`config.mk`:
```
export PLATFORM = sky130hd
export DESIGN_NAME = sha256_stream_hasher
export DESIGN_NICKNAME = d
export VERILOG_FILES = /design/src/sv/sha256_pkg.sv /design/src/sv/sha256_ctrl.sv /design/src/sv/sha256_datapath.sv /design/src/sv/sha256_stream_hasher.sv
export SDC_FILE = /design/constraint.sdc
export NUM_CORES = 2
export LEC_CHECK = 0
export BUFFER_PORTS_ARGS = -buffer_cell sky130_fd_sc_hd__buf_2
export CORE_MARGIN = 5
export CORE_UTILIZATION = 50
export CTS_CLUSTER_SIZE = 30
export DETAILED_ROUTE_END_ITERATION = 10
export HOLD_SLACK_MARGIN = 0.02
export PLACE_DENSITY = 0.64
export REMOVE_ABC_BUFFERS = 1
export SYNTH_ARGS = -nofsm -noshare
export SYNTH_HDL_FRONTEND = slang
export SYNTH_HIERARCHICAL = 1
export SYNTH_SLANG_ARGS = --single-unit
```
`constraint.sdc`:
```
create_clock -name clk -period 9.8 [get_ports clk]
set_clock_uncertainty 0.1 [all_clocks]
set_input_delay 0.49 -clock clk [delete_from_list [all_inputs] [get_ports clk]]
set_output_delay 0.49 -clock clk [all_outputs]
set_load 0.01 [all_outputs]
```
`src/sv/sha256_pkg.sv`:
```
// Shared types, codes and constants for the SHA-256 stream hasher.
// No dependencies; imported by the controller, the datapath and the top level.
package sha256_pkg;

  localparam int WordW   = 32;
  localparam int RoundsN = 64;

  typedef enum logic [1:0] {
    FUNC_ABSORB = 2'd0,
    FUNC_FINAL  = 2'd1,
    FUNC_RESET  = 2'd2,
    FUNC_NONE   = 2'd3
  } func_t;

  typedef enum logic [2:0] {
    ST_IDLE,
    ST_LOAD,
    ST_ROUND,
    ST_FINISH,
    ST_EMIT
  } state_t;

  // controller -> datapath
  typedef struct packed {
    logic       absorb;
    logic       clear;
    logic       load;
    logic       round;
    logic       finish;
    logic       fin_mode;
    logic       blk;
    logic       two;
    logic [5:0] rnd;
    logic [2:0] widx;
  } cmd_t;

  // datapath -> controller
  typedef struct packed {
    logic [5:0] fill;
  } status_t;

  function automatic logic [31:0] init_hash(input logic [2:0] i);
    logic [31:0] v;
    case (i)
      3'd0:    v = 32'h6a09e667;
      3'd1:    v = 32'hbb67ae85;
      3'd2:    v = 32'h3c6ef372;
      3'd3:    v = 32'ha54ff53a;
      3'd4:    v = 32'h510e527f;
      3'd5:    v = 32'h9b05688c;
      3'd6:    v = 32'h1f83d9ab;
      default: v = 32'h5be0cd19;
    endcase
    return v;
  endfunction

  function automatic logic [31:0] round_const(input logic [5:0] i);
    logic [31:0] k;
    case (i)
      6'd0:  k = 32'h428a2f98;  6'd1:  k = 32'h71374491;
      6'd2:  k = 32'hb5c0fbcf;  6'd3:  k = 32'he9b5dba5;
      6'd4:  k = 32'h3956c25b;  6'd5:  k = 32'h59f111f1;
      6'd6:  k = 32'h923f82a4;  6'd7:  k = 32'hab1c5ed5;
      6'd8:  k = 32'hd807aa98;  6'd9:  k = 32'h12835b01;
      6'd10: k = 32'h243185be;  6'd11: k = 32'h550c7dc3;
      6'd12: k = 32'h72be5d74;  6'd13: k = 32'h80deb1fe;
      6'd14: k = 32'h9bdc06a7;  6'd15: k = 32'hc19bf174;
      6'd16: k = 32'he49b69c1;  6'd17: k = 32'hefbe4786;
      6'd18: k = 32'h0fc19dc6;  6'd19: k = 32'h240ca1cc;
      6'd20: k = 32'h2de92c6f;  6'd21: k = 32'h4a7484aa;
      6'd22: k = 32'h5cb0a9dc;  6'd23: k = 32'h76f988da;
      6'd24: k = 32'h983e5152;  6'd25: k = 32'ha831c66d;
      6'd26: k = 32'hb00327c8;  6'd27: k = 32'hbf597fc7;
      6'd28: k = 32'hc6e00bf3;  6'd29: k = 32'hd5a79147;
      6'd30: k = 32'h06ca6351;  6'd31: k = 32'h14292967;
      6'd32: k = 32'h27b70a85;  6'd33: k = 32'h2e1b2138;
      6'd34: k = 32'h4d2c6dfc;  6'd35: k = 32'h53380d13;
      6'd36: k = 32'h650a7354;  6'd37: k = 32'h766a0abb;
      6'd38: k = 32'h81c2c92e;  6'd39: k = 32'h92722c85;
      6'd40: k = 32'ha2bfe8a1;  6'd41: k = 32'ha81a664b;
      6'd42: k = 32'hc24b8b70;  6'd43: k = 32'hc76c51a3;
      6'd44: k = 32'hd192e819;  6'd45: k = 32'hd6990624;
      6'd46: k = 32'hf40e3585;  6'd47: k = 32'h106aa070;
      6'd48: k = 32'h19a4c116;  6'd49: k = 32'h1e376c08;
      6'd50: k = 32'h2748774c;  6'd51: k = 32'h34b0bcb5;
      6'd52: k = 32'h391c0cb3;  6'd53: k = 32'h4ed8aa4a;
      6'd54: k = 32'h5b9cca4f;  6'd55: k = 32'h682e6ff3;
      6'd56: k = 32'h748f82ee;  6'd57: k = 32'h78a5636f;
      6'd58: k = 32'h84c87814;  6'd59: k = 32'h8cc70208;
      6'd60: k = 32'h90befffa;  6'd61: k = 32'ha4506ceb;
      6'd62: k = 32'hbef9a3f7;  default: k = 32'hc67178f2;
    endcase
    return k;
  endfunction

endpackage

```
`src/sv/sha256_ctrl.sv`:
```
// Sequencer of the SHA-256 hasher: accepts bytes, runs the 64 rounds, emits the digest.
// Depends on sha256_pkg.
module sha256_ctrl (
  input  logic                 clk,
  input  logic                 rst,
  input  logic                 s_tvalid,
  output logic                 s_tready,
  input  logic [1:0]           s_tuser,
  output logic                 m_tvalid,
  input  logic                 m_tready,
  output logic                 m_tlast,
  input  sha256_pkg::status_t  status,
  output sha256_pkg::cmd_t     cmd
);
  import sha256_pkg::*;

  state_t     state, state_next;
  logic [5:0] rnd;
  logic [2:0] widx;
  logic       blk, fin_mode, two;
  logic       in_acc;
  func_t      func;

  assign func   = func_t'(s_tuser);
  assign in_acc = s_tvalid && s_tready;

  always_comb begin
    state_next = state;
    case (state)
      ST_IDLE: begin
        if (in_acc) begin
          if (func == FUNC_FINAL) state_next = ST_LOAD;
          else if (func == FUNC_ABSORB && status.fill == 6'd63) state_next = ST_LOAD;
        end
      end
      ST_LOAD:  state_next = ST_ROUND;
      ST_ROUND: if (rnd == 6'd63) state_next = ST_FINISH;
      ST_FINISH: begin
        if (fin_mode && !blk && two) state_next = ST_LOAD;
        else if (fin_mode) state_next = ST_EMIT;
        else state_next = ST_IDLE;
      end
      ST_EMIT:  if (m_tready && widx == 3'd7) state_next = ST_IDLE;
      default:  state_next = ST_IDLE;
    endcase
  end

  always_comb begin
    cmd          = '0;
    cmd.fin_mode = fin_mode;
    cmd.blk      = blk;
    cmd.two      = two;
    cmd.rnd      = rnd;
    cmd.widx     = widx;
    s_tready     = 1'b0;
    m_tvalid     = 1'b0;
    case (state)
      ST_IDLE: begin
        s_tready   = 1'b1;
        cmd.absorb = in_acc && func == FUNC_ABSORB;
        cmd.clear  = in_acc && func == FUNC_RESET;
      end
      ST_LOAD:   cmd.load   = 1'b1;
      ST_ROUND:  cmd.round  = 1'b1;
      ST_FINISH: cmd.finish = 1'b1;
      ST_EMIT:   m_tvalid   = 1'b1;
      default: ;
    endcase
  end

  assign m_tlast = widx == 3'd7;

  always_ff @(posedge clk) begin
    if (rst) begin
      state    <= ST_IDLE;
      rnd      <= '0;
      widx     <= '0;
      blk      <= 1'b0;
      fin_mode <= 1'b0;
      two      <= 1'b0;
    end else begin
      state <= state_next;
      case (state)
        ST_IDLE: begin
          if (in_acc) begin
            blk      <= 1'b0;
            fin_mode <= func == FUNC_FINAL;
            two      <= status.fill >= 6'd56;
          end
        end
        ST_LOAD:  rnd <= '0;
        ST_ROUND: rnd <= rnd + 6'd1;
        ST_FINISH: begin
          if (fin_mode && !blk && two) blk <= 1'b1;
          widx <= '0;
        end
        ST_EMIT:  if (m_tready) widx <= widx + 3'd1;
        default: ;
      endcase
    end
  end

endmodule

```
`src/sv/sha256_datapath.sv`:
```
// SHA-256 datapath: block buffer, message schedule window, round unit, chaining words.
// Depends on sha256_pkg; driven by sha256_ctrl.
module sha256_datapath (
  input  logic                 clk,
  input  logic                 rst,
  input  sha256_pkg::cmd_t     cmd,
  input  logic [7:0]           data_byte,
  output sha256_pkg::status_t  status,
  output logic [31:0]          digest_word
);
  import sha256_pkg::*;

  logic [31:0] h_reg [8];
  logic [31:0] t_reg [8];
  logic [31:0] work  [8];
  logic [31:0] win   [16];
  logic [31:0] buf_w [16];
  logic [5:0]  fill;
  logic [63:0] count;

  logic [31:0] base [8];
  logic [31:0] raw, msg, sched, wt;
  logic [31:0] s1e, ch, s0a, maj, tmp1, tmp2;
  logic [4:0]  shamt;

  function automatic logic [31:0] ror(input logic [31:0] x, input int n);
    return (x >> n) | (x << (32 - n));
  endfunction

  // byte layout of the padded copy; p runs over both blocks
  function automatic logic [31:0] pad_word(input logic blk, input logic [3:0] t,
                                           input logic [31:0] rw, input logic [5:0] f,
                                           input logic two, input logic [63:0] bits);
    logic [6:0]  p, ls, lofs;
    logic [7:0]  b;
    logic [31:0] w;
    ls = two ? 7'd120 : 7'd56;
    w  = '0;
    for (int k = 0; k < 4; k++) begin
      p    = {blk, t, 2'(k)};
      lofs = p - ls;
      if (p < {1'b0, f}) b = rw[31-8*k -: 8];
      else if (p == {1'b0, f}) b = 8'h80;
      else if (p >= ls) b = 8'(bits >> {3'(3'd7 - lofs[2:0]), 3'b000});
      else b = 8'h00;
      w[31-8*k -: 8] = b;
    end
    return w;
  endfunction

  always_comb begin
    for (int i = 0; i < 8; i++) base[i] = (cmd.fin_mode && cmd.blk) ? t_reg[i] : h_reg[i];
  end

  assign raw   = buf_w[cmd.rnd[3:0]];
  assign msg   = cmd.fin_mode ? pad_word(cmd.blk, cmd.rnd[3:0], raw, fill, cmd.two,
                                         {count[60:0], 3'b000}) : raw;
  assign sched = win[0] + (ror(win[1], 7) ^ ror(win[1], 18) ^ (win[1] >> 3)) + win[9]
               + (ror(win[14], 17) ^ ror(win[14], 19) ^ (win[14] >> 10));
  assign wt    = (cmd.rnd < 6'd16) ? msg : sched;

  assign s1e  = ror(work[4], 6) ^ ror(work[4], 11) ^ ror(work[4], 25);
  assign ch   = (work[4] & work[5]) ^ (~work[4] & work[6]);
  assign s0a  = ror(work[0], 2) ^ ror(work[0], 13) ^ ror(work[0], 22);
  assign maj  = (work[0] & work[1]) ^ (work[0] & work[2]) ^ (work[1] & work[2]);
  assign tmp1 = work[7] + s1e + ch + round_const(cmd.rnd) + wt;
  assign tmp2 = s0a + maj;

  // big-endian lane within the buffer word
  assign shamt = {~fill[1:0], 3'b000};

  always_ff @(posedge clk) begin
    if (rst || cmd.clear) begin
      for (int i = 0; i < 8; i++) h_reg[i] <= init_hash(3'(i));
      fill  <= '0;
      count <= '0;
    end else begin
      if (cmd.absorb) begin
        fill  <= fill + 6'd1;
        count <= count + 64'd1;
      end
      if (cmd.finish && !cmd.fin_mode) begin
        for (int i = 0; i < 8; i++) h_reg[i] <= base[i] + work[i];
      end
    end
  end

  always_ff @(posedge clk) begin
    if (cmd.absorb) begin
      buf_w[fill[5:2]] <= (buf_w[fill[5:2]] & ~(32'hff << shamt))
                        | ({24'd0, data_byte} << shamt);
    end
    if (cmd.load) begin
      for (int i = 0; i < 8; i++) work[i] <= base[i];
    end
    if (cmd.round) begin
      for (int i = 0; i < 15; i++) win[i] <= win[i+1];
      win[15] <= wt;
      work[7] <= work[6];
      work[6] <= work[5];
      work[5] <= work[4];
      work[4] <= work[3] + tmp1;
      work[3] <= work[2];
      work[2] <= work[1];
      work[1] <= work[0];
      work[0] <= tmp1 + tmp2;
    end
    if (cmd.finish && cmd.fin_mode) begin
      for (int i = 0; i < 8; i++) t_reg[i] <= base[i] + work[i];
    end
  end

  assign status.fill = fill;
  assign digest_word = t_reg[cmd.widx];

endmodule

```
`src/sv/sha256_stream_hasher.sv`:
```
// Top level of the SHA-256 stream hasher: controller plus datapath.
// Depends on sha256_pkg, sha256_ctrl, sha256_datapath.
//
//  channel | dir | tdata                         | tuser     | tlast
//  s_      | in  | [7:0] data_byte               | [1:0] func| -
//  m_      | out | [31:0] digest_word,[34:32] idx| -         | last digest word
//
// Absorb, reset and idle codes are taken in idle. The absorb that fills the block
// holds s_tready low through load, 64 rounds of the single round unit and add.
// Finalize compresses one or two padded blocks, then eight words at m_tready pace.
// rst is synchronous; it restores the initial hash and clears the counts.
module sha256_stream_hasher (
  input  logic        clk,
  input  logic        rst,
  input  logic        s_tvalid,
  output logic        s_tready,
  input  logic [7:0]  s_tdata,   // data_byte
  input  logic [1:0]  s_tuser,   // func
  output logic        m_tvalid,
  input  logic        m_tready,
  output logic [39:0] m_tdata,   // digest_word [31:0], word_index [34:32], zeros
  output logic        m_tlast
);
  import sha256_pkg::*;

  cmd_t        cmd;
  status_t     status;
  logic [31:0] digest_word;

  sha256_ctrl u_ctrl (
    .clk      (clk),
    .rst      (rst),
    .s_tvalid (s_tvalid),
    .s_tready (s_tready),
    .s_tuser  (s_tuser),
    .m_tvalid (m_tvalid),
    .m_tready (m_tready),
    .m_tlast  (m_tlast),
    .status   (status),
    .cmd      (cmd)
  );

  sha256_datapath u_dp (
    .clk         (clk),
    .rst         (rst),
    .cmd         (cmd),
    .data_byte   (s_tdata),
    .status      (status),
    .digest_word (digest_word)
  );

  assign m_tdata = {5'd0, cmd.widx, digest_word};

endmodule

```
-- Yosys cells after proc, flatten, opt, wreduce, memory -nomap -nowiden
Memory sizes are Yosys's and may differ from the RTL's. A register that Yosys moved wholly into a read port is not among the register bits.
Index checks and enable logic that the tools add are counted.
- magnitude comparators: 10
- multiplexer cells: 88
- bitwise gates (word level): 47
- reductions and logical operators: 22
- eq/ne operators: 19
- shift operators: 6
- add/sub/neg operators: 30
- operator list (operator ; count):
    two-way mux 32 bit ; 34
    adder 32 bit ; 18
    XOR 32 bit ; 9
    right shift 64 x 6 -> 8 bit ; 4
    bitwise AND 32 bit ; 6
    two-way mux 8 bit ; 12
    adder 64 x 1 -> 64 bit, second input constant ; 1
    NOT 32 bit ; 2
    bitwise OR 10 x 32 -> 32 bit ; 1
    bitwise OR 13 x 32 -> 32 bit ; 1
    bitwise OR 14 x 32 -> 32 bit ; 1
    bitwise OR 15 x 32 -> 32 bit ; 1
    bitwise OR 19 x 32 -> 32 bit ; 1
    bitwise OR 21 x 32 -> 32 bit ; 1
    bitwise OR 25 x 32 -> 32 bit ; 1
    bitwise OR 26 x 32 -> 32 bit ; 1
    bitwise OR 30 x 32 -> 32 bit ; 1
    bitwise OR 32 bit ; 1
    bitwise OR 7 x 32 -> 32 bit ; 1
    left shift 8 x 5 -> 32 bit ; 1
    left shift 8 x 5 -> 32 bit, first input constant ; 1
    XOR 32 x 22 -> 32 bit ; 1
    XOR 32 x 29 -> 32 bit ; 1
    two-way mux 3 bit ; 10
    38 further kinds ; 111
- output and inout bits: 43
- memory bits (writable): 1792
- logic and storage cells: 236
- memories: 6
- ROM bits: 2048
- register bits after elaboration: 85
- input bits: 14
- memory list (memory ; depth ; width ; read ports ; clocked after Yosys merged registers in ; wr ports ; RTL line ; source):
    (no name shown) ; 64 ; 32 ; 1 ; 1 ; 0 ; sha256_pkg.sv:59 ; case (i)
    u_dp.buf_w ; 16 ; 32 ; 2 ; 2 ; 1 ; sha256_datapath.sv:17 ; logic [31:0] buf_w [16];
    u_dp.win ; 16 ; 32 ; 16 ; 0 ; 16 ; sha256_datapath.sv:16 ; logic [31:0] win [16];
    u_dp.h_reg ; 8 ; 32 ; 8 ; 0 ; 8 ; sha256_datapath.sv:13 ; logic [31:0] h_reg [8];
    u_dp.t_reg ; 8 ; 32 ; 9 ; 1 ; 8 ; sha256_datapath.sv:14 ; logic [31:0] t_reg [8];
    u_dp.work ; 8 ; 32 ; 8 ; 0 ; 8 ; sha256_datapath.sv:15 ; logic [31:0] work [8];

-- Logic depth before layout (Yosys ltp)
- depth after elaboration: 12
- depth in mapped cells: 46
- depth with buffers taken out: 46

-- By module
Netlist, hierarchy kept.
- by module, submodules not included (module ; cells an instance ; instances ; area each (um2) ; seq. area each (um2)):
    sha256_datapath ; 7715 ; 1 ; 104024.8 ; 55233.0
    sha256_ctrl ; 96 ; 1 ; 788.3 ; 300.3
    sha256_stream_hasher ; 6 ; 1 ; 41.3 ; 0.0

-- Worst setup path before layout
OpenSTA, ideal clock, no wires.
- path type: reg2reg
- from: memory u_dp.win[14][20] (netlist: u_dp/win[1][212])
- to: memory u_dp.work[0][31] (data pin)
- clock period less this slack: 9841 ps
- library setup time: 265 ps
- slack: -41 ps
- arrival: 9476 ps
- buffers on the path: 0
- data required time: 9435 ps
- cell stages (with the launch flop): 45
- cell sequence: edfxtp_1 > xnor2_1 > xnor2_1 > fa_1 > inv_1 > fa_1 > inv_1 > ha_1 > inv_1 > fa_1 > nor2b_1 > o31ai_2 > nand2b_1 > a21o_1 > a21o_1 > a21oi_1 > xnor2_1 > o21ai_0 > [... 9 more ...] > a21o_1 > a311o_1 > a31oi_1 > o311ai_1 > a31oi_2 > o21ai_1 > a21oi_1 > o21ba_2 > xnor2_1 > fa_1 > ha_1 > a21o_1 > a21oi_1 > or3b_1 > a31oi_1 > xnor2_1 > xnor2_1 > mux2i_1
- RTL lines (element ; RTL line):
    start: declaration ; sha256_datapath.sv:16
    end: declaration ; sha256_datapath.sv:15

==> out/qor.json <==
{
  "layout": {
    "finalInstanceArea_um2": 120000,
    "num-fill-cells": 16699,
    "number_of_nets_in_the_layout": 8943,
    "layout-drive-gt1-share": 0.248,
    "final-instance-count-excl-fill": 11308,
    "area_growth_pct": 14.7,
    "utilization": 0.575
  },
  "synth": {
    "yosys_warnings": 6,
    "synth_cells": 7817,
    "postSynthAreaPerCell_um2": 13.4,
    "number_of_synthesized_flops_with_an_enable_pin": 1792,
    "synth_seq_area_share": 0.530,
    "ys_async_sr_fraction": 0,
    "ffs_latches_synth": 1878,
    "syn-cell-area_um2": 105000,
    "netlist-cell-type-count": 116,
    "yosys_most_used_dff": "sky130_fd_sc_hd__edfxtp_1"
  },
  "sta": {
    "setup_viol": 8,
    "timing.max_slew.rel_slack": 0.269,
    "final_count_of_hold_timing_violations": 0,
    "slew_worst_pin_ns": 1.10,
    "rsz0062_at_grt": "yes",
    "min_period_ns": 10.20,
    "finalWorstSetupSlack_ns": -0.403,
    "maxClockFrequency_mhz": 98.0,
    "slew_violations": 0,
    "final_min_period_over_clock_period": 1.04
  },
  "setup_path": {
    "critical_path.max_fanout": 4,
    "slowest_stage": "sky130_fd_sc_hd__fa_1",
    "setup.worst_path.end": "u_dp/work[0][31]$_DFFE_PP_",
    "crit_cells": 45,
    "critPathTopFamily": "adder cells",
    "timing.critical_path.from": "u_dp/win[0][52]$_DFFE_PP_",
    "timing.critical_path.from_type": "flop",
    "rr_worst_depth": 45,
    "critical_path.max_stage_delay_ns": 0.55,
    "r2r-end": "u_dp/work[0][31]$_DFFE_PP_",
    "critPathArrivalTime_ns": 10.70,
    "criticalPathCategory": "flop to flop",
    "reg2reg_from": "u_dp/win[0][52]$_DFFE_PP_",
    "crit_buf_inv": 9,
    "timing.reg2reg.setup_slack_ns": -0.40,
    "timing.critical_path.required_ns": 10.30,
    "cp-end-kind": "flop",
    "cpMostUsedCell": "sky130_fd_sc_hd__fa_1"
  },
  "detailed_routing": {
    "route.detailed.vias_per_inst": 6.10,
    "post-route-drc-count": 0,
    "drt_iter0_markers": 7521,
    "drt-wirelength-per-cell_um": 27.6,
    "final_antenna_net_count": 0,
    "route.final.wire_length_um": 312000,
    "first_pass_iters": 6,
    "routed-via-count": 68973
  },
  "power_and_ir_drop": {
    "report.power.total_w": 0.0419,
    "power.leakage_nw": 42.7,
    "power_density_nw_per_um2": 348,
    "worst_vdd_ir_uv": 631
  },
  "grt": {
    "antenna_found_initial": 8,
    "gr-total-overflow": 0,
    "grt_pass1_vias": 67758,
    "largest_net_degree_at_the_start_of_global_routing": 139,
    "grt_usage": 0.281,
    "wire_length_of_the_first_global_routing_pass_um": 455000
  },
  "place": {
    "place_hpwl_um": 220000,
    "dp.cells": 10870,
    "total_cell_area_at_the_placement_stage_um2": 112000,
    "buffer_ports.inserted": 51,
    "dp_slack_ns": -0.741,
    "gp_congestion": 0.964
  },
  "die": {
    "ios": 57,
    "die-area_um2": 219000,
    "coreArea_um2": 209000,
    "floorplan.initialDensity": 0.501,
    "floorplan.rows": 168,
    "dieWidth_um": 468,
    "chipHeight_um": 468
  },
  "min_path": {
    "worstHoldPathType": "primary input to flop"
  },
  "clocking": {
    "clk_pin_slew_ns": 0.07,
    "worst_skew_pair_latency_ns": 0.91,
    "tritoncts_clock_tree": "done",
    "numCtsBuffers": 201,
    "clock_sinks": 1878,
    "htree_levels": 4,
    "root_buffer": "sky130_fd_sc_hd__clkbuf_16",
    "clock_tree.buffer_depth": 3
  },
  "job": {
    "maxCapViolations": 0
  },
  "run_status": {
    "status": "finished with violations",
    "violations": "negative setup slack"
  }
}
## tightest hold or removal path, cell delays in order
cell,delay (ns)
sky130_fd_sc_hd__buf_2,0.18
sky130_fd_sc_hd__nand2_1,0.08
sky130_fd_sc_hd__o21ai_0,0.07
sky130_fd_sc_hd__buf_4,0.18
## kinds of logic after synthesis
| kind of cell | Yosys count | share of synthesized area |
|---|---|---|
| AOI/OAI and AO/OA | 1395 | 0.0854 |
| other | 1 | 0.0000358 |
| buffers and inverters | 852 | 0.0314 |
| muxes | 962 | 0.144 |
| xor gates and xnor gates | 622 | 0.0522 |
| DFF | 1878 | 0.530 |
| and+or+nand+nor | 1481 | 0.0691 |
| adders and majority gates | 626 | 0.0883 |
## final cells by class
cell class / instances / area, µm² / area share
Clock buffer: 233 / 5180 / 0.0431
Multi-Input combinational cell: 5091 / 47600 / 0.395
Antenna cell: 5 / 12.5 / 0.000104
Sequential cell: 1878 / 55600 / 0.462
Tap cell: 2805 / 3510 / 0.0292
Inverter: 503 / 1920 / 0.0160
Clock inverter: 145 / 1630 / 0.0136
Timing Repair Buffer: 648 / 4900 / 0.0407
## routing by layer
metal	wire, µm	GRT usage
met1	137000	0.420
met2	139000	0.425
met3	28000	0.0543
met4	8160	0.0727
met5	46	0
## power by group
part	total [W]	switching [W]	internal [W]
clock network	0.00782	0.00334	0.00448
registers	0.00936	0.000190	0.00917
logic	0.0247	0.0125	0.0121
total	0.0419	0.0161	0.0258
## synthesized netlist by cell type, drive strengths merged, types with 14 or more instances
cell       n  area share
a21boi    28      0.0020
a21o     201       0.014
o21bai    47      0.0034
nand4     36      0.0022
a221oi    15      0.0013
mux4     389       0.084
nand2    361       0.013
fa       196       0.037
clkbuf   267      0.0097
nor2b     43      0.0026
a31oi     46      0.0029
o211ai    26      0.0019
o21ai    324       0.016
a31o      14      0.0012
o31ai     25      0.0022
and3      54      0.0032
mux2     476       0.051
o21a      67      0.0048
nor3     112      0.0055
o311ai    16      0.0013
mux2i     97      0.0093
nor2     382       0.014
a21oi    418       0.020
edfxtp  1792        0.51
and2     133      0.0079
nand3     97      0.0046
nand2b   156      0.0093
maj3      20      0.0019
ha       410       0.049
dfxtp     86       0.016
inv      500       0.018
a211oi    37      0.0027
or3       54      0.0032
xor2     187       0.016
xnor2    434       0.036
buf       82      0.0036
## cell usage in the layout, fill, tap and decap left out, types with 46 or more instances in the layout
cell type and count:
sky130_fd_sc_hd__nor2_1 361, sky130_fd_sc_hd__xor2_1 185, sky130_fd_sc_hd__o21a_1 65, sky130_fd_sc_hd__mux2_2 476, sky130_fd_sc_hd__nand2_1 350, sky130_fd_sc_hd__or3_1 53
sky130_fd_sc_hd__nand3_1 92, sky130_fd_sc_hd__buf_4 570, sky130_fd_sc_hd__o21ai_0 259, sky130_fd_sc_hd__edfxtp_1 1792, sky130_fd_sc_hd__inv_1 482, sky130_fd_sc_hd__and2_1 130
sky130_fd_sc_hd__mux4_2 388, sky130_fd_sc_hd__o21ai_1 50, sky130_fd_sc_hd__nor3_1 92, sky130_fd_sc_hd__dfxtp_1 73, sky130_fd_sc_hd__mux2i_1 96, sky130_fd_sc_hd__o21bai_1 46
sky130_fd_sc_hd__fa_1 192, sky130_fd_sc_hd__and3_1 46, sky130_fd_sc_hd__clkbuf_16 202, sky130_fd_sc_hd__a21o_1 196, sky130_fd_sc_hd__xnor2_1 406, sky130_fd_sc_hd__nand2b_1 156
sky130_fd_sc_hd__buf_2 51, sky130_fd_sc_hd__clkinv_1 55, sky130_fd_sc_hd__ha_1 378, sky130_fd_sc_hd__a21oi_1 376
## worst min path at each step
| stage | startpoint | slack, ns | cells past startpoint | end |
|---|---|---|---|---|
| 2_1_floorplan | u_dp/win[0][132]$_DFFE_PP_ | 0.30 | 0 | u_dp/win[0][100]$_DFFE_PP_ |
| 3_3_place_gp | u_dp/win[1][250]$_DFFE_PP_ | 0.30 | 0 | u_dp/win[1][218]$_DFFE_PP_ |
| 3_5_place_dp | u_dp/win[0][170]$_DFFE_PP_ | 0.30 | 0 | u_dp/win[0][138]$_DFFE_PP_ |
| 4_1_cts | s_tdata[7] | 0.09 | 4 | u_dp/buf_w[6][23]$_DFFE_PP_ |
| 5_1_grt | s_tdata[7] | 0.17 | 4 | u_dp/buf_w[6][31]$_DFFE_PP_ |
| 6_report | s_tdata[7] | 0.18 | 4 | u_dp/buf_w[14][23]$_DFFE_PP_ |
## metrics by stage
step                hold WS (ns)  setup TNS, ns
floorplan                  0.300        -438.19
global placement           0.300          -4.74
detailed placement         0.305          -6.33
CTS                       0.0945         -0.410
global route               0.169          -6.02
finish                     0.180          -1.40
## what timing repair did
| action | in CTS | in global routing |
|---|---|---|
| setup buffers | 29 | 26 |
| pin swaps | 110 | 105 |
| resized for setup | 144 | 141 |
| hold buffers | 8 | 0 |
| endpoints found under the setup margin | 22 | 28 |
| hold endpoints to repair | 17 | 0 |
No activity file was read; power rests on OpenSTA's default activity.
